**src/hw/rtl/wavdac_pkg.sv**
```systemverilog
// ----------------------------------------------------------------------------
// wavdac_pkg: shared types and constants for the WAV stream to DAC block
// Chunk ids, field constants, result kinds and the queue entry layout that
// passes between the parser front end and the sample back end.
// ----------------------------------------------------------------------------
package wavdac_pkg;

	// Chunk ids as seen in a little-endian 4-byte window
	localparam logic [31:0] ID_RIFF = 32'h4646_4952;
	localparam logic [31:0] ID_FMT  = 32'h2074_6d66;
	localparam logic [31:0] ID_DATA = 32'h6174_6164;

	// fmt chunk size that carries an extra-length field
	localparam logic [31:0] FMT_EXTRA_SIZE = 32'd18;
	// DAC resolution; deeper samples are shifted down to it
	localparam logic [15:0] DAC_BITS = 16'd12;
	// Largest sample width in bytes
	localparam logic [2:0] MAX_SAMPLE_BYTES = 3'd4;

	// Volume register
	localparam int unsigned GAIN_W = 4;
	localparam logic [GAIN_W-1:0] GAIN_RESET = 4'd4;

	// Default depth of the queue between front and back
	localparam int unsigned QUEUE_DEPTH = 4;

	// Result kinds
	localparam logic KIND_HEADER = 1'b0;
	localparam logic KIND_SAMPLE = 1'b1;

	// One classified result waiting for the back end
	typedef struct packed {
		logic        kind;
		logic [31:0] sample;
		logic [4:0]  shift;
		logic        zero;
		logic        last;
		logic [31:0] rate;
		logic [15:0] depth;
		logic [15:0] channels;
		logic [15:0] format;
		logic [31:0] data_bytes;
	} wavdac_item_t;

endpackage

```
**src/hw/rtl/wav_stream_to_dac_samples.sv**
```systemverilog
// A result beat enters the queue when the file byte that completes it is accepted, then moves to the output register.
// The input takes one file byte per cycle while the queue is not full; each byte gives at most one result beat.
// A queue of FIFO_DEPTH entries lets the byte input run while the result sink stalls;
// input ready drops only when that queue is full.
// Reset clears the parser to the start of a file and sets the volume gain to 4;
// a byte flagged as start of file restarts parsing without touching the gain.
// ----------------------------------------------------------------------------
// wav_stream_to_dac_samples: WAV byte stream to scaled DAC samples
// Parses RIFF/fmt/data chunks from a byte stream, emits one header beat at the
// start of the data chunk and then one scaled sample beat per sample.
// ----------------------------------------------------------------------------
module wav_stream_to_dac_samples
	import wavdac_pkg::*;
#(
	parameter int unsigned FIFO_DEPTH = QUEUE_DEPTH
) (
	input  logic              clk,
	input  logic              arst_n,
	// Configuration: volume gain
	input  logic              cfg_we,
	input  logic [GAIN_W-1:0] cfg_wdata,
	// File byte input
	input  logic              s_axis_tvalid,
	output logic              s_axis_tready,
	input  logic [7:0]        s_axis_tdata,   // [7:0] file_byte
	input  logic [0:0]        s_axis_tuser,   // [0] start_of_file
	// Result output
	output logic              m_axis_tvalid,
	input  logic              m_axis_tready,
	output logic [127:0]      m_axis_tdata,   // [15:0] dac_value, [47:16] sample_rate,
	                                          // [63:48] bit_depth, [79:64] channel_count,
	                                          // [95:80] format_code, [127:96] data_bytes
	output logic [0:0]        m_axis_tuser,   // [0] result_kind
	output logic              m_axis_tlast    // last
);

	logic         push;
	wavdac_item_t push_item;
	logic         full;
	logic         pop;
	wavdac_item_t head_item;
	logic         empty;

	assign s_axis_tready = !full;

	wavdac_front u_front (
		.clk       (clk),
		.arst_n    (arst_n),
		.in_valid  (s_axis_tvalid),
		.in_ready  (s_axis_tready),
		.in_byte   (s_axis_tdata),
		.in_sof    (s_axis_tuser[0]),
		.push      (push),
		.push_item (push_item)
	);

	wavdac_fifo #(
		.DEPTH (FIFO_DEPTH)
	) u_fifo (
		.clk       (clk),
		.arst_n    (arst_n),
		.push      (push),
		.push_item (push_item),
		.full      (full),
		.pop       (pop),
		.pop_item  (head_item),
		.empty     (empty)
	);

	wavdac_back u_back (
		.clk        (clk),
		.arst_n     (arst_n),
		.cfg_we     (cfg_we),
		.cfg_wdata  (cfg_wdata),
		.head_valid (!empty),
		.head_item  (head_item),
		.pop        (pop),
		.out_valid  (m_axis_tvalid),
		.out_ready  (m_axis_tready),
		.out_data   (m_axis_tdata),
		.out_kind   (m_axis_tuser[0]),
		.out_last   (m_axis_tlast)
	);

`ifndef SYNTHESIS
	// Push only on an accepted beat, never into a full queue
	a_push_on_accept: assert property (@(posedge clk) disable iff (!arst_n)
		push |-> (s_axis_tvalid && s_axis_tready && !full))
		else $error("queue push without an accepted input beat");

	// Pop only from a non-empty queue
	a_pop_nonempty: assert property (@(posedge clk) disable iff (!arst_n)
		pop |-> !empty)
		else $error("queue pop while empty");

	// A header item never carries the last mark
	a_last_on_sample: assert property (@(posedge clk) disable iff (!arst_n)
		(push && push_item.last) |-> (push_item.kind == KIND_SAMPLE))
		else $error("last mark on a header item");

	// A stalled output beat is not replaced
	a_no_overwrite: assert property (@(posedge clk) disable iff (!arst_n)
		(m_axis_tvalid && !m_axis_tready) |-> !pop)
		else $error("output beat overwritten while stalled");
`endif

endmodule

```
**src/hw/rtl/wavdac_front.sv**
```systemverilog
// ----------------------------------------------------------------------------
// wavdac_front: WAV header parser and sample gatherer
// Takes one file byte per beat, tracks the chunk structure, captures the fmt
// fields and data size, and gathers sample bytes. Each beat pushes at most
// one classified item into the queue.
// ----------------------------------------------------------------------------
module wavdac_front
	import wavdac_pkg::*;
(
	input  logic         clk,
	input  logic         arst_n,
	input  logic         in_valid,
	input  logic         in_ready,
	input  logic [7:0]   in_byte,
	input  logic         in_sof,
	output logic         push,
	output wavdac_item_t push_item
);

	typedef enum logic [2:0] {
		PH_SEEK,
		PH_RIFF,
		PH_FMT,
		PH_XLEN,
		PH_XSKIP,
		PH_DSIZE,
		PH_SAMPLES,
		PH_DONE
	} phase_t;

	// Place byte k of a little-endian field; byte zero starts the field anew
	function automatic logic [31:0] put32(input logic [31:0] r, input logic [7:0] b,
			input logic [1:0] k);
		logic [31:0] ext;
		ext = {24'd0, b};
		if (k == 2'd0)
			return ext;
		return r | (ext << {k, 3'b000});
	endfunction

	function automatic logic [15:0] put16(input logic [15:0] r, input logic [7:0] b,
			input logic k);
		if (!k)
			return {8'd0, b};
		return r | {b, 8'd0};
	endfunction

	phase_t      phase_q;
	logic [31:0] window_q;
	logic        fmt_seen_q;
	logic [4:0]  fcount_q;
	logic [15:0] skip_q;
	logic [1:0]  align_q;
	logic [31:0] rate_q;
	logic [15:0] depth_q;
	logic [15:0] chan_q;
	logic [15:0] format_q;
	logic [31:0] fmt_size_q;
	logic [31:0] dsize_q;
	logic [31:0] rem_q;
	logic [31:0] accum_q;
	logic [1:0]  sidx_q;

	phase_t      c_phase, n_phase;
	logic [31:0] c_window, n_window;
	logic        c_fmt_seen, n_fmt_seen;
	logic [4:0]  c_fcount, n_fcount;
	logic [15:0] c_skip, n_skip;
	logic [1:0]  c_align, n_align;
	logic [31:0] c_rate, n_rate;
	logic [15:0] c_depth, n_depth;
	logic [15:0] c_chan, n_chan;
	logic [15:0] c_format, n_format;
	logic [31:0] c_fmt_size, n_fmt_size;
	logic [31:0] c_dsize, n_dsize;
	logic [31:0] c_rem, n_rem;
	logic [31:0] c_accum, n_accum;
	logic [1:0]  c_sidx, n_sidx;

	logic        accept;
	logic [12:0] depth_bytes;
	logic [2:0]  bps;
	logic [15:0] depth_excess;
	logic [4:0]  shift;
	logic        shift_zero;

	assign accept = in_valid && in_ready;

	// Start of file clears the parse state before this byte is used
	always_comb begin
		c_phase    = in_sof ? PH_SEEK : phase_q;
		c_window   = in_sof ? '0 : window_q;
		c_fmt_seen = in_sof ? 1'b0 : fmt_seen_q;
		c_fcount   = in_sof ? '0 : fcount_q;
		c_skip     = in_sof ? '0 : skip_q;
		c_align    = in_sof ? '0 : align_q;
		c_rate     = in_sof ? '0 : rate_q;
		c_depth    = in_sof ? '0 : depth_q;
		c_chan     = in_sof ? '0 : chan_q;
		c_format   = in_sof ? '0 : format_q;
		c_fmt_size = in_sof ? '0 : fmt_size_q;
		c_dsize    = in_sof ? '0 : dsize_q;
		c_rem      = in_sof ? '0 : rem_q;
		c_accum    = in_sof ? '0 : accum_q;
		c_sidx     = in_sof ? '0 : sidx_q;
	end

	// Bytes per sample and the shift down to DAC resolution
	always_comb begin
		depth_bytes = c_depth[15:3];
		if (depth_bytes == 13'd0)
			bps = 3'd1;
		else if (depth_bytes > 13'(MAX_SAMPLE_BYTES))
			bps = MAX_SAMPLE_BYTES;
		else
			bps = depth_bytes[2:0];
		depth_excess = c_depth - DAC_BITS;
		if (c_depth >= DAC_BITS) begin
			shift      = depth_excess[4:0];
			shift_zero = (depth_excess[15:5] != 11'd0);
		end else begin
			shift      = '0;
			shift_zero = 1'b0;
		end
	end

	// Parse one byte
	always_comb begin
		n_phase    = c_phase;
		n_window   = {in_byte, c_window[31:8]};
		n_fmt_seen = c_fmt_seen;
		n_fcount   = c_fcount;
		n_skip     = c_skip;
		n_align    = c_align;
		n_rate     = c_rate;
		n_depth    = c_depth;
		n_chan     = c_chan;
		n_format   = c_format;
		n_fmt_size = c_fmt_size;
		n_dsize    = c_dsize;
		n_rem      = c_rem;
		n_accum    = c_accum;
		n_sidx     = c_sidx;
		push       = 1'b0;
		push_item  = '0;

		unique case (c_phase)
			PH_SEEK: begin
				if (c_align != 2'd3)
					n_align = c_align + 2'd1;
				else if (!c_fmt_seen)
					n_align = '0;
				if (c_align == 2'd3) begin
					if (n_window == ID_FMT) begin
						n_fmt_seen = 1'b1;
						n_phase    = PH_FMT;
						n_fcount   = '0;
					end else if (n_window == ID_RIFF) begin
						n_phase  = PH_RIFF;
						n_fcount = '0;
					end else if (n_window == ID_DATA) begin
						n_phase  = PH_DSIZE;
						n_fcount = '0;
					end
				end
			end
			PH_RIFF: begin
				if (c_fcount >= 5'd7) begin
					n_phase  = PH_SEEK;
					n_align  = '0;
					n_fcount = '0;
				end else begin
					n_fcount = c_fcount + 5'd1;
				end
			end
			PH_FMT: begin
				if (c_fcount < 5'd4)
					n_fmt_size = put32(c_fmt_size, in_byte, c_fcount[1:0]);
				else if (c_fcount < 5'd6)
					n_format = put16(c_format, in_byte, c_fcount[0]);
				else if (c_fcount < 5'd8)
					n_chan = put16(c_chan, in_byte, c_fcount[0]);
				else if (c_fcount < 5'd12)
					n_rate = put32(c_rate, in_byte, c_fcount[1:0]);
				else if (c_fcount >= 5'd18)
					n_depth = put16(c_depth, in_byte, c_fcount[0]);
				if (c_fcount >= 5'd19) begin
					if (n_fmt_size == FMT_EXTRA_SIZE) begin
						n_phase  = PH_XLEN;
						n_fcount = '0;
					end else begin
						n_phase  = PH_SEEK;
						n_align  = '0;
						n_fcount = '0;
					end
				end else begin
					n_fcount = c_fcount + 5'd1;
				end
			end
			PH_XLEN: begin
				n_skip = put16(c_skip, in_byte, c_fcount != 5'd0);
				if (c_fcount != 5'd0) begin
					if (n_skip == 16'd0) begin
						n_phase  = PH_SEEK;
						n_align  = '0;
						n_fcount = '0;
					end else begin
						n_phase = PH_XSKIP;
					end
				end else begin
					n_fcount = 5'd1;
				end
			end
			PH_XSKIP: begin
				if (c_skip != 16'd0)
					n_skip = c_skip - 16'd1;
				if (n_skip == 16'd0) begin
					n_phase  = PH_SEEK;
					n_align  = '0;
					n_fcount = '0;
				end
			end
			PH_DSIZE: begin
				n_dsize = put32(c_dsize, in_byte, c_fcount[1:0]);
				if (c_fcount < 5'd3) begin
					n_fcount = c_fcount + 5'd1;
				end else begin
					n_fcount = '0;
					n_rem    = n_dsize;
					n_sidx   = '0;
					n_accum  = '0;
					n_phase  = (n_dsize == 32'd0) ? PH_DONE : PH_SAMPLES;
					push                 = accept;
					push_item.kind       = KIND_HEADER;
					push_item.rate       = c_rate;
					push_item.depth      = c_depth;
					push_item.channels   = c_chan;
					push_item.format     = c_format;
					push_item.data_bytes = n_dsize;
				end
			end
			PH_SAMPLES: begin
				n_accum = put32(c_accum, in_byte, c_sidx);
				n_rem   = c_rem - 32'd1;
				if (({1'b0, c_sidx} + 3'd1) >= bps) begin
					n_sidx           = '0;
					push             = accept;
					push_item.kind   = KIND_SAMPLE;
					push_item.sample = n_accum;
					push_item.shift  = shift;
					push_item.zero   = shift_zero;
					push_item.last   = (n_rem < {29'd0, bps});
				end else begin
					n_sidx = c_sidx + 2'd1;
				end
				if (n_rem == 32'd0)
					n_phase = PH_DONE;
			end
			PH_DONE: begin
			end
			default: begin
			end
		endcase
	end

	// Hold parse state; advance on each accepted beat
	always_ff @(posedge clk or negedge arst_n) begin
		if (!arst_n) begin
			phase_q    <= PH_SEEK;
			window_q   <= '0;
			fmt_seen_q <= 1'b0;
			fcount_q   <= '0;
			skip_q     <= '0;
			align_q    <= '0;
			rate_q     <= '0;
			depth_q    <= '0;
			chan_q     <= '0;
			format_q   <= '0;
			fmt_size_q <= '0;
			dsize_q    <= '0;
			rem_q      <= '0;
			accum_q    <= '0;
			sidx_q     <= '0;
		end else if (accept) begin
			phase_q    <= n_phase;
			window_q   <= n_window;
			fmt_seen_q <= n_fmt_seen;
			fcount_q   <= n_fcount;
			skip_q     <= n_skip;
			align_q    <= n_align;
			rate_q     <= n_rate;
			depth_q    <= n_depth;
			chan_q     <= n_chan;
			format_q   <= n_format;
			fmt_size_q <= n_fmt_size;
			dsize_q    <= n_dsize;
			rem_q      <= n_rem;
			accum_q    <= n_accum;
			sidx_q     <= n_sidx;
		end
	end

endmodule

```
**src/hw/rtl/wavdac_fifo.sv**
```systemverilog
// ----------------------------------------------------------------------------
// wavdac_fifo: item queue between parser and sample back end
// Small register-based FIFO; the head entry is visible without delay.
// ----------------------------------------------------------------------------
module wavdac_fifo
	import wavdac_pkg::*;
#(
	parameter int unsigned DEPTH = QUEUE_DEPTH
) (
	input  logic         clk,
	input  logic         arst_n,
	input  logic         push,
	input  wavdac_item_t push_item,
	output logic         full,
	input  logic         pop,
	output wavdac_item_t pop_item,
	output logic         empty
);

	localparam int unsigned AW = (DEPTH > 1) ? $clog2(DEPTH) : 1;
	localparam int unsigned CW = $clog2(DEPTH + 1);

	wavdac_item_t   mem_q [DEPTH];
	logic [AW-1:0]  wptr_q;
	logic [AW-1:0]  rptr_q;
	logic [CW-1:0]  count_q;

	assign full     = (count_q == CW'(DEPTH));
	assign empty    = (count_q == '0);
	assign pop_item = mem_q[rptr_q];

	// Store the pushed entry
	always_ff @(posedge clk) begin
		if (push)
			mem_q[wptr_q] <= push_item;
	end

	// Advance pointers and occupancy
	always_ff @(posedge clk or negedge arst_n) begin
		if (!arst_n) begin
			wptr_q  <= '0;
			rptr_q  <= '0;
			count_q <= '0;
		end else begin
			if (push)
				wptr_q <= (wptr_q == AW'(DEPTH - 1)) ? '0 : wptr_q + AW'(1);
			if (pop)
				rptr_q <= (rptr_q == AW'(DEPTH - 1)) ? '0 : rptr_q + AW'(1);
			if (push && !pop)
				count_q <= count_q + CW'(1);
			else if (pop && !push)
				count_q <= count_q - CW'(1);
		end
	end

endmodule

```
**src/hw/rtl/wavdac_back.sv**
```systemverilog
// ----------------------------------------------------------------------------
// wavdac_back: sample scaling and output register
// Shifts each gathered sample to DAC resolution, applies the volume gain and
// holds the result beat until the sink takes it.
// ----------------------------------------------------------------------------
module wavdac_back
	import wavdac_pkg::*;
(
	input  logic              clk,
	input  logic              arst_n,
	input  logic              cfg_we,
	input  logic [GAIN_W-1:0] cfg_wdata,
	input  logic              head_valid,
	input  wavdac_item_t      head_item,
	output logic              pop,
	output logic              out_valid,
	input  logic              out_ready,
	output logic [127:0]      out_data,
	output logic              out_kind,
	output logic              out_last
);

	logic [GAIN_W-1:0]  gain_q;
	logic               valid_q;
	logic [127:0]       data_q;
	logic               kind_q;
	logic               last_q;
	logic [31:0]        shifted;
	logic [GAIN_W+15:0] product;
	logic [15:0]        dac;

	assign pop       = head_valid && (!valid_q || out_ready);
	assign out_valid = valid_q;
	assign out_data  = data_q;
	assign out_kind  = kind_q;
	assign out_last  = last_q;

	// Scale the head sample
	always_comb begin
		shifted = head_item.zero ? 32'd0 : (head_item.sample >> head_item.shift);
		product = {{GAIN_W{1'b0}}, shifted[15:0]} * {16'd0, gain_q};
		dac     = (head_item.kind == KIND_SAMPLE) ? product[15:0] : 16'd0;
	end

	// Hold the volume gain
	always_ff @(posedge clk or negedge arst_n) begin
		if (!arst_n)
			gain_q <= GAIN_RESET;
		else if (cfg_we)
			gain_q <= cfg_wdata;
	end

	// Load the output beat when empty or taken
	always_ff @(posedge clk or negedge arst_n) begin
		if (!arst_n) begin
			valid_q <= 1'b0;
		end else if (pop) begin
			valid_q <= 1'b1;
		end else if (out_ready) begin
			valid_q <= 1'b0;
		end
	end

	always_ff @(posedge clk) begin
		if (pop) begin
			data_q <= {head_item.data_bytes, head_item.format, head_item.channels,
				head_item.depth, head_item.rate, dac};
			kind_q <= head_item.kind;
			last_q <= head_item.last;
		end
	end

endmodule

```
**config.mk**
```make
export PLATFORM = sky130hd
export DESIGN_NAME = wav_stream_to_dac_samples
export DESIGN_NICKNAME = d
export VERILOG_FILES = /design/src/hw/rtl/wavdac_pkg.sv /design/src/hw/rtl/wav_stream_to_dac_samples.sv /design/src/hw/rtl/wavdac_front.sv /design/src/hw/rtl/wavdac_fifo.sv /design/src/hw/rtl/wavdac_back.sv
export SDC_FILE = /design/constraint.sdc
export NUM_CORES = 2
export LEC_CHECK = 0
export BUFFER_PORTS_ARGS = -buffer_cell sky130_fd_sc_hd__buf_2
export CORE_UTILIZATION = 31
export CTS_CLUSTER_SIZE = 28
export DETAILED_ROUTE_END_ITERATION = 12
export GPL_TIMING_DRIVEN = 0
export PLACE_DENSITY = 0.47
export SYNTH_ARGS = -nofsm -noshare
export SYNTH_HDL_FRONTEND = slang
export SYNTH_SLANG_ARGS = --single-unit
```
**constraint.sdc**
```tcl
create_clock -name clk -period 16.08 [get_ports clk]
set_input_delay 4.02 -clock clk [delete_from_list [all_inputs] [get_ports clk]]
set_output_delay 4.02 -clock clk [all_outputs]
set_load 0.1 [all_outputs]
```
-- Word level (Yosys, flattened, before mapping)
Memory sizes are Yosys's and may differ from the RTL's.
Index checks and enable logic that the tools add are counted.
- input bits: 18
- bits in writable memories: 608
- register bits: 411
- bits in latches: 0
- output and inout bits: 132
- memories: 1
- ROM bits: 0
- memory list (name ; words ; width ; read ports ; clocked after memory_dff ; write ports ; RTL line ; source):
    u_fifo.mem_q ; 4 ; 152 ; 1 ; 0 ; 1 ; wavdac_fifo.sv:23 ; wavdac_item_t mem_q [DEPTH];
- $mul: 1
- shift operators: 3
- div/mod/pow operators: 0
- bitwise logic cells: 8
- equal/unequal tests: 15
- order comparisons: 12
- reduce and logical (&&, ||, !) cells: 24
- muxes and demuxes: 146
- add/subtract/negate cells: 11
- operators by type and width (kind ; number):
    2-to-1 mux 32 bit ; 24
    2-to-1 mux 16 bit ; 27
    2-to-1 mux 112 bit ; 2
    OR 32 bit ; 4
    one-hot mux 32 bit (2 select lines) ; 2
    == test 32 x 31 -> 1 bit, second input constant ; 2
    zero test 32 bit ; 2
    OR 16 bit ; 4
    left shift 8 x 5 -> 32 bit ; 2
    2-to-1 mux 5 bit ; 12
    2-to-1 mux 3 bit ; 16
    2-to-1 mux 1 bit ; 40
    2-to-1 mux 40 bit ; 1
    2-to-1 mux 39 bit ; 1
    == test 32 x 30 -> 1 bit, second input constant ; 1
    == test 32 x 5 -> 1 bit, second input constant ; 1
    zero test 16 bit ; 2
    < comparator 32 x 3 -> 1 bit ; 1
    one-hot mux 16 bit (2 select lines) ; 1
    right shift 32 x 5 -> 16 bit ; 1
    subtractor 32 x 1 -> 32 bit, second input constant ; 1
    2-to-1 mux 2 bit ; 15
    one-hot mux 5 bit (6 select lines) ; 1
    one-hot mux 3 bit (7 select lines) ; 1
    34 further kinds ; 56

-- Depth between registers and ports, before layout
- depth after elaboration: 15
- gate-level depth with buffers: 29
- depth with buffers taken out: 25

-- Hierarchy
From an unflattened synthesis, not the netlist that was laid out.
- cell total of the unflattened synthesis: 3180
- area total of the unflattened synthesis: 45058.2 sq um
- by module, submodules not included (module ; area each (sq um) ; times used ; sequential area each (sq um) ; cells each):
    wavdac_fifo ; 22307.6 ; 1 ; 18432.7 ; 831
    wavdac_front ; 15142.0 ; 1 ; 6531.3 ; 1768
    wavdac_back ; 7601.0 ; 1 ; 4030.1 ; 579
    wav_stream_to_dac_samples ; 7.5 ; 1 ; 0.0 ; 2

-- Worst setup path before layout
No wires, ideal clock.
- path type: input port to flip-flop
- from: input port m_axis_tready
- to: register u_fifo.count_q[1]
- buffers on the path: 0
- stages on the path: 7
- data arrival time: 11.859 ns
- path slack: 4.096 ns
- cells stage by stage: inv_1 -> a21oi_1 -> inv_1 -> ha_1 -> inv_1 -> fa_1 -> mux2_2
- word-level cells in the longest chain between the ends: 5
- RTL lines (item ; RTL line ; source):
    start: declaration ; wav_stream_to_dac_samples.sv:29 ; input logic m_axis_tready,
    logical OR 1 bit (*) ; wavdac_back.sv:32 ; assign pop = head_valid && (!valid_q || out_ready);
    logical AND 1 bit (*) ; wavdac_back.sv:32 ;
    via pop ; wav_stream_to_dac_samples.sv:40 ; logic pop;
    zero test 1 bit ; wavdac_fifo.sv:49 ; if (push && !pop)
    logical AND 1 bit ; wavdac_fifo.sv:49 ;
    2-to-1 mux 3 bit / nonzero test 2 bit (equally long branches) ; n/a ;
    end signal: assignment ; wavdac_fifo.sv:50 ; count_q <= count_q + CW'(1);
    end signal: assignment ; wavdac_fifo.sv:52 ; count_q <= count_q - CW'(1);
    end: declaration ; wavdac_fifo.sv:26 ; logic [CW-1:0] count_q;
The timed path passes the listed nets; every way through them passes the cells marked *.
A chain may end at the register's enable or synchronous reset.

==> metrics.csv <==
metric,value,unit
pwr_density_cell,179,mW/mm²
cp_max_fo,10,
grt.overflow.total,0,
syn_nets,3274,
synth_top_cell_area_share,49.8,%
track_usage,18.1,%
post_drt_via_cell_ratio,5.20,
path_depth,19,
clk_pin_slew_worst_paths,0.06,ns
wl,132,mm
hp-class,reg2reg,
ioPinCount,150,
power,9280,µW
synth_area,0.0445,mm²
yosysUniqueCellTypes,100,
netlist_top_cells_area,"edfxtp_1, dfrtp_1, mux4_2",
drc_errors,0,
final_cell_area,0.0518,mm²
nFillCells,13702,
mostFrequentLayoutCells,"edfxtp_1, nor2_1, dfrtp_1",
cp_top_family,buffers and inverters,
dp_hpwl,90.6,mm
cts_buffer_depth,3,
syn_area_per_cell,13.9,µm²
synth_edf_count,738,
cts_htree_levels,3,
clk_latency,0.76,ns
cp_slowest_stage_delay,1.10,ns
tritoncts,built,
drv_slew,0,
synth-seq-cells,1011,
setup_viol,0,
cp-start-kind,input pin,
rsz0062_at_grt,no,
fmax,82.0,MHz
worst_path_max_delay_cell,nor4_1,
ys_seq_area_share,65.2,%
wl_per_cell,24.2,µm
cts-root-buf,clkbuf_16,
drt-initial-drc-count,2571,
final_antenna_net_count,0,
die_h,381,µm
dr_total_vias,28327,
syn_inst,3193,
grt_first_pass_wirelength,196,mm
worstPathCellList,buf_2 -> clkbuf_1 -> inv_1 -> clkbuf_1 -> clkbuf_1 -> clkbuf_1 -> clkbuf_1 -> buf_1 -> nand2_1 -> ha_1 -> o21a_1 -> clkbuf_1 -> nand3b_1 -> clkbuf_1 -> o32ai_1 -> nor3_1 -> o211ai_1 -> nor4_1 -> and3_1,
leakagePower,0.0192,µW
period_share,75.8,%
layout.area.seq,0.0290,mm²
area_delta_synth_final,16.4,%
hold_viol,0,
worst_slew_pin_slew,1.36,ns
nets,3547,
final_common_cell,edfxtp_1,
async_flop_share,27.0,%
fin_crit,12.19,ns
cts.sinks,1011,
place_area,0.0481,mm²
status,"finished, final reports clean",
grt_max_degree,112,
place_congestion,0.932,
cts_resized,0,
antenna_found_initial,7,
die_w,381,µm
multiInputGateArea,0.0143,mm²
ir_drop,0.000143,V
dieArea,0.145,mm²
cp.required,16.64,ns
synth-warning-count,0,
hold-worst-slack,0.470,ns
ctsHoldBuffers,0,
fin_skew,0.0701,ns
finalSetupTns,0,ns
fin_util,36.5,%
rr_worst_depth,26,
drive_gt1_share,16.4,%
first_pass_iters,6,
critical_path_class,in2reg,
port-buffer-count,143,
ys.flop_type,edfxtp_1,
cts_setup_buffers,0,
cts_inserted_buffers,109,
holdPathStages,2,
cp.arrival,12.76,ns
slew_headroom,7.90,%
cp_common_cell,clkbuf_1,
num_rows,138,
yosys.area.top_type,edfxtp_1,
crit_path_end_kind,flip-flop,
drv_cap,0,
path_buf_inv,10,
grt_pass1_vias,28496,
initial_core_util,31.3,%
design.core.area,0.142,mm²
==> flip-flops by register name, summed over array words and instances (netlist names), 5 cells and up <==
register / count
u_front.accum_q: 32
u_front.dsize_q: 32
u_front.format_q: 16
u_front.fmt_size_q: 32
u_back.out_data: 128
u_front.skip_q: 16
u_front.fcount_q: 5
u_front.rem_q: 32
u_front.rate_q: 32
u_front.chan_q: 16
u_front.depth_q: 16
u_fifo.mem_q: 608
u_front.window_q: 24
==> worst min-delay path, stage by stage, from the launching register on <==
cell     delay, ns
dfrtp_1       0.33
nand2_1       0.04
o21ai_0       0.06
==> metrics by stage <==
| step | std cells | setup slack (ns) |
|---|---|---|
| after floorplan | 3193 | 4.10 |
| after global placement | 5226 | -2.46 |
| after detailed placement | 5245 | 3.21 |
| after CTS | 5449 | 3.99 |
| after global routing | 5450 | 3.70 |
| final | 5451 | 3.89 |
==> kinds of logic (layout without fill, tap and decap cells) <==
logic type | after synthesis | count (layout) | synth area share [%]
buffers and inverters | 301 | 667 | 2.76
AOI/OAI and AO/OA | 657 | 657 | 9.83
adders and majority gates | 63 | 63 | 2.21
other | 0 | 2 | 0
DFF | 1011 | 1011 | 65.2
xor gates and xnor gates | 29 | 29 | 0.602
and+or+nand+nor | 904 | 904 | 9.83
muxes | 228 | 228 | 9.60
==> cells in the mapped netlist (27+ instances only) <==
master,count
edfxtp_1,738
nor2_1,275
dfrtp_1,272
nand2_1,243
o21ai_0,172
mux4_2,154
clkbuf_1,152
a21oi_1,141
a22o_1,120
and3_1,96
nor3_1,86
inv_1,85
mux2i_1,43
a22oi_1,38
ha_1,37
buf_2,31
nor2b_1,31
nor4_1,27
==> layer usage <==
metal	up-vias	global-route usage, %	routed length [µm]
li1	12725	-	-
met1	14510	25.2	59400
met2	851	28.4	61000
met3	233	2.77	6790
met4	8	6.62	4400
met5	-	0	54
==> power breakdown <==
group / total [µW] / leakage [µW] / internal (µW) / switching, µW
Clock: 2570 / 0.00178 / 1490 / 1080
Sequential: 3210 / 0.0109 / 3080 / 133
Combinational: 3500 / 0.00653 / 986 / 2520
==> worst paths after layout <==
kind / slack [ns] / from / to
max in group asynchronous: 11.23 / arst_n / u_front.format_q[5]
max: 3.89 / s_axis_tuser / u_fifo.mem_q[0][112]
max reg2reg: 8.18 / u_fifo.rptr_q[1] / u_back.out_data[15]
min: 0.47 / u_front.window_q[14] / u_front.window_q[14]
min in group asynchronous: 3.27 / arst_n / u_front.rem_q[20]
min reg2reg: 0.47 / u_front.window_q[14] / u_front.window_q[14]
==> cell type report <==
| cell class | instances | share of cell area [%] |
|---|---|---|
| Tap cell | 1890 | 4.57 |
| Buffer | 214 | 1.74 |
| Antenna cell | 2 | 0.00966 |
| Inverter | 87 | 0.630 |
| Clock inverter | 45 | 1.15 |
| Timing Repair Buffer | 162 | 2.35 |
| Clock buffer | 159 | 5.98 |
| Sequential cell | 1011 | 56.0 |
| Multi-Input combinational cell | 1881 | 27.6 |
Power figures use the tool's default switching activity.
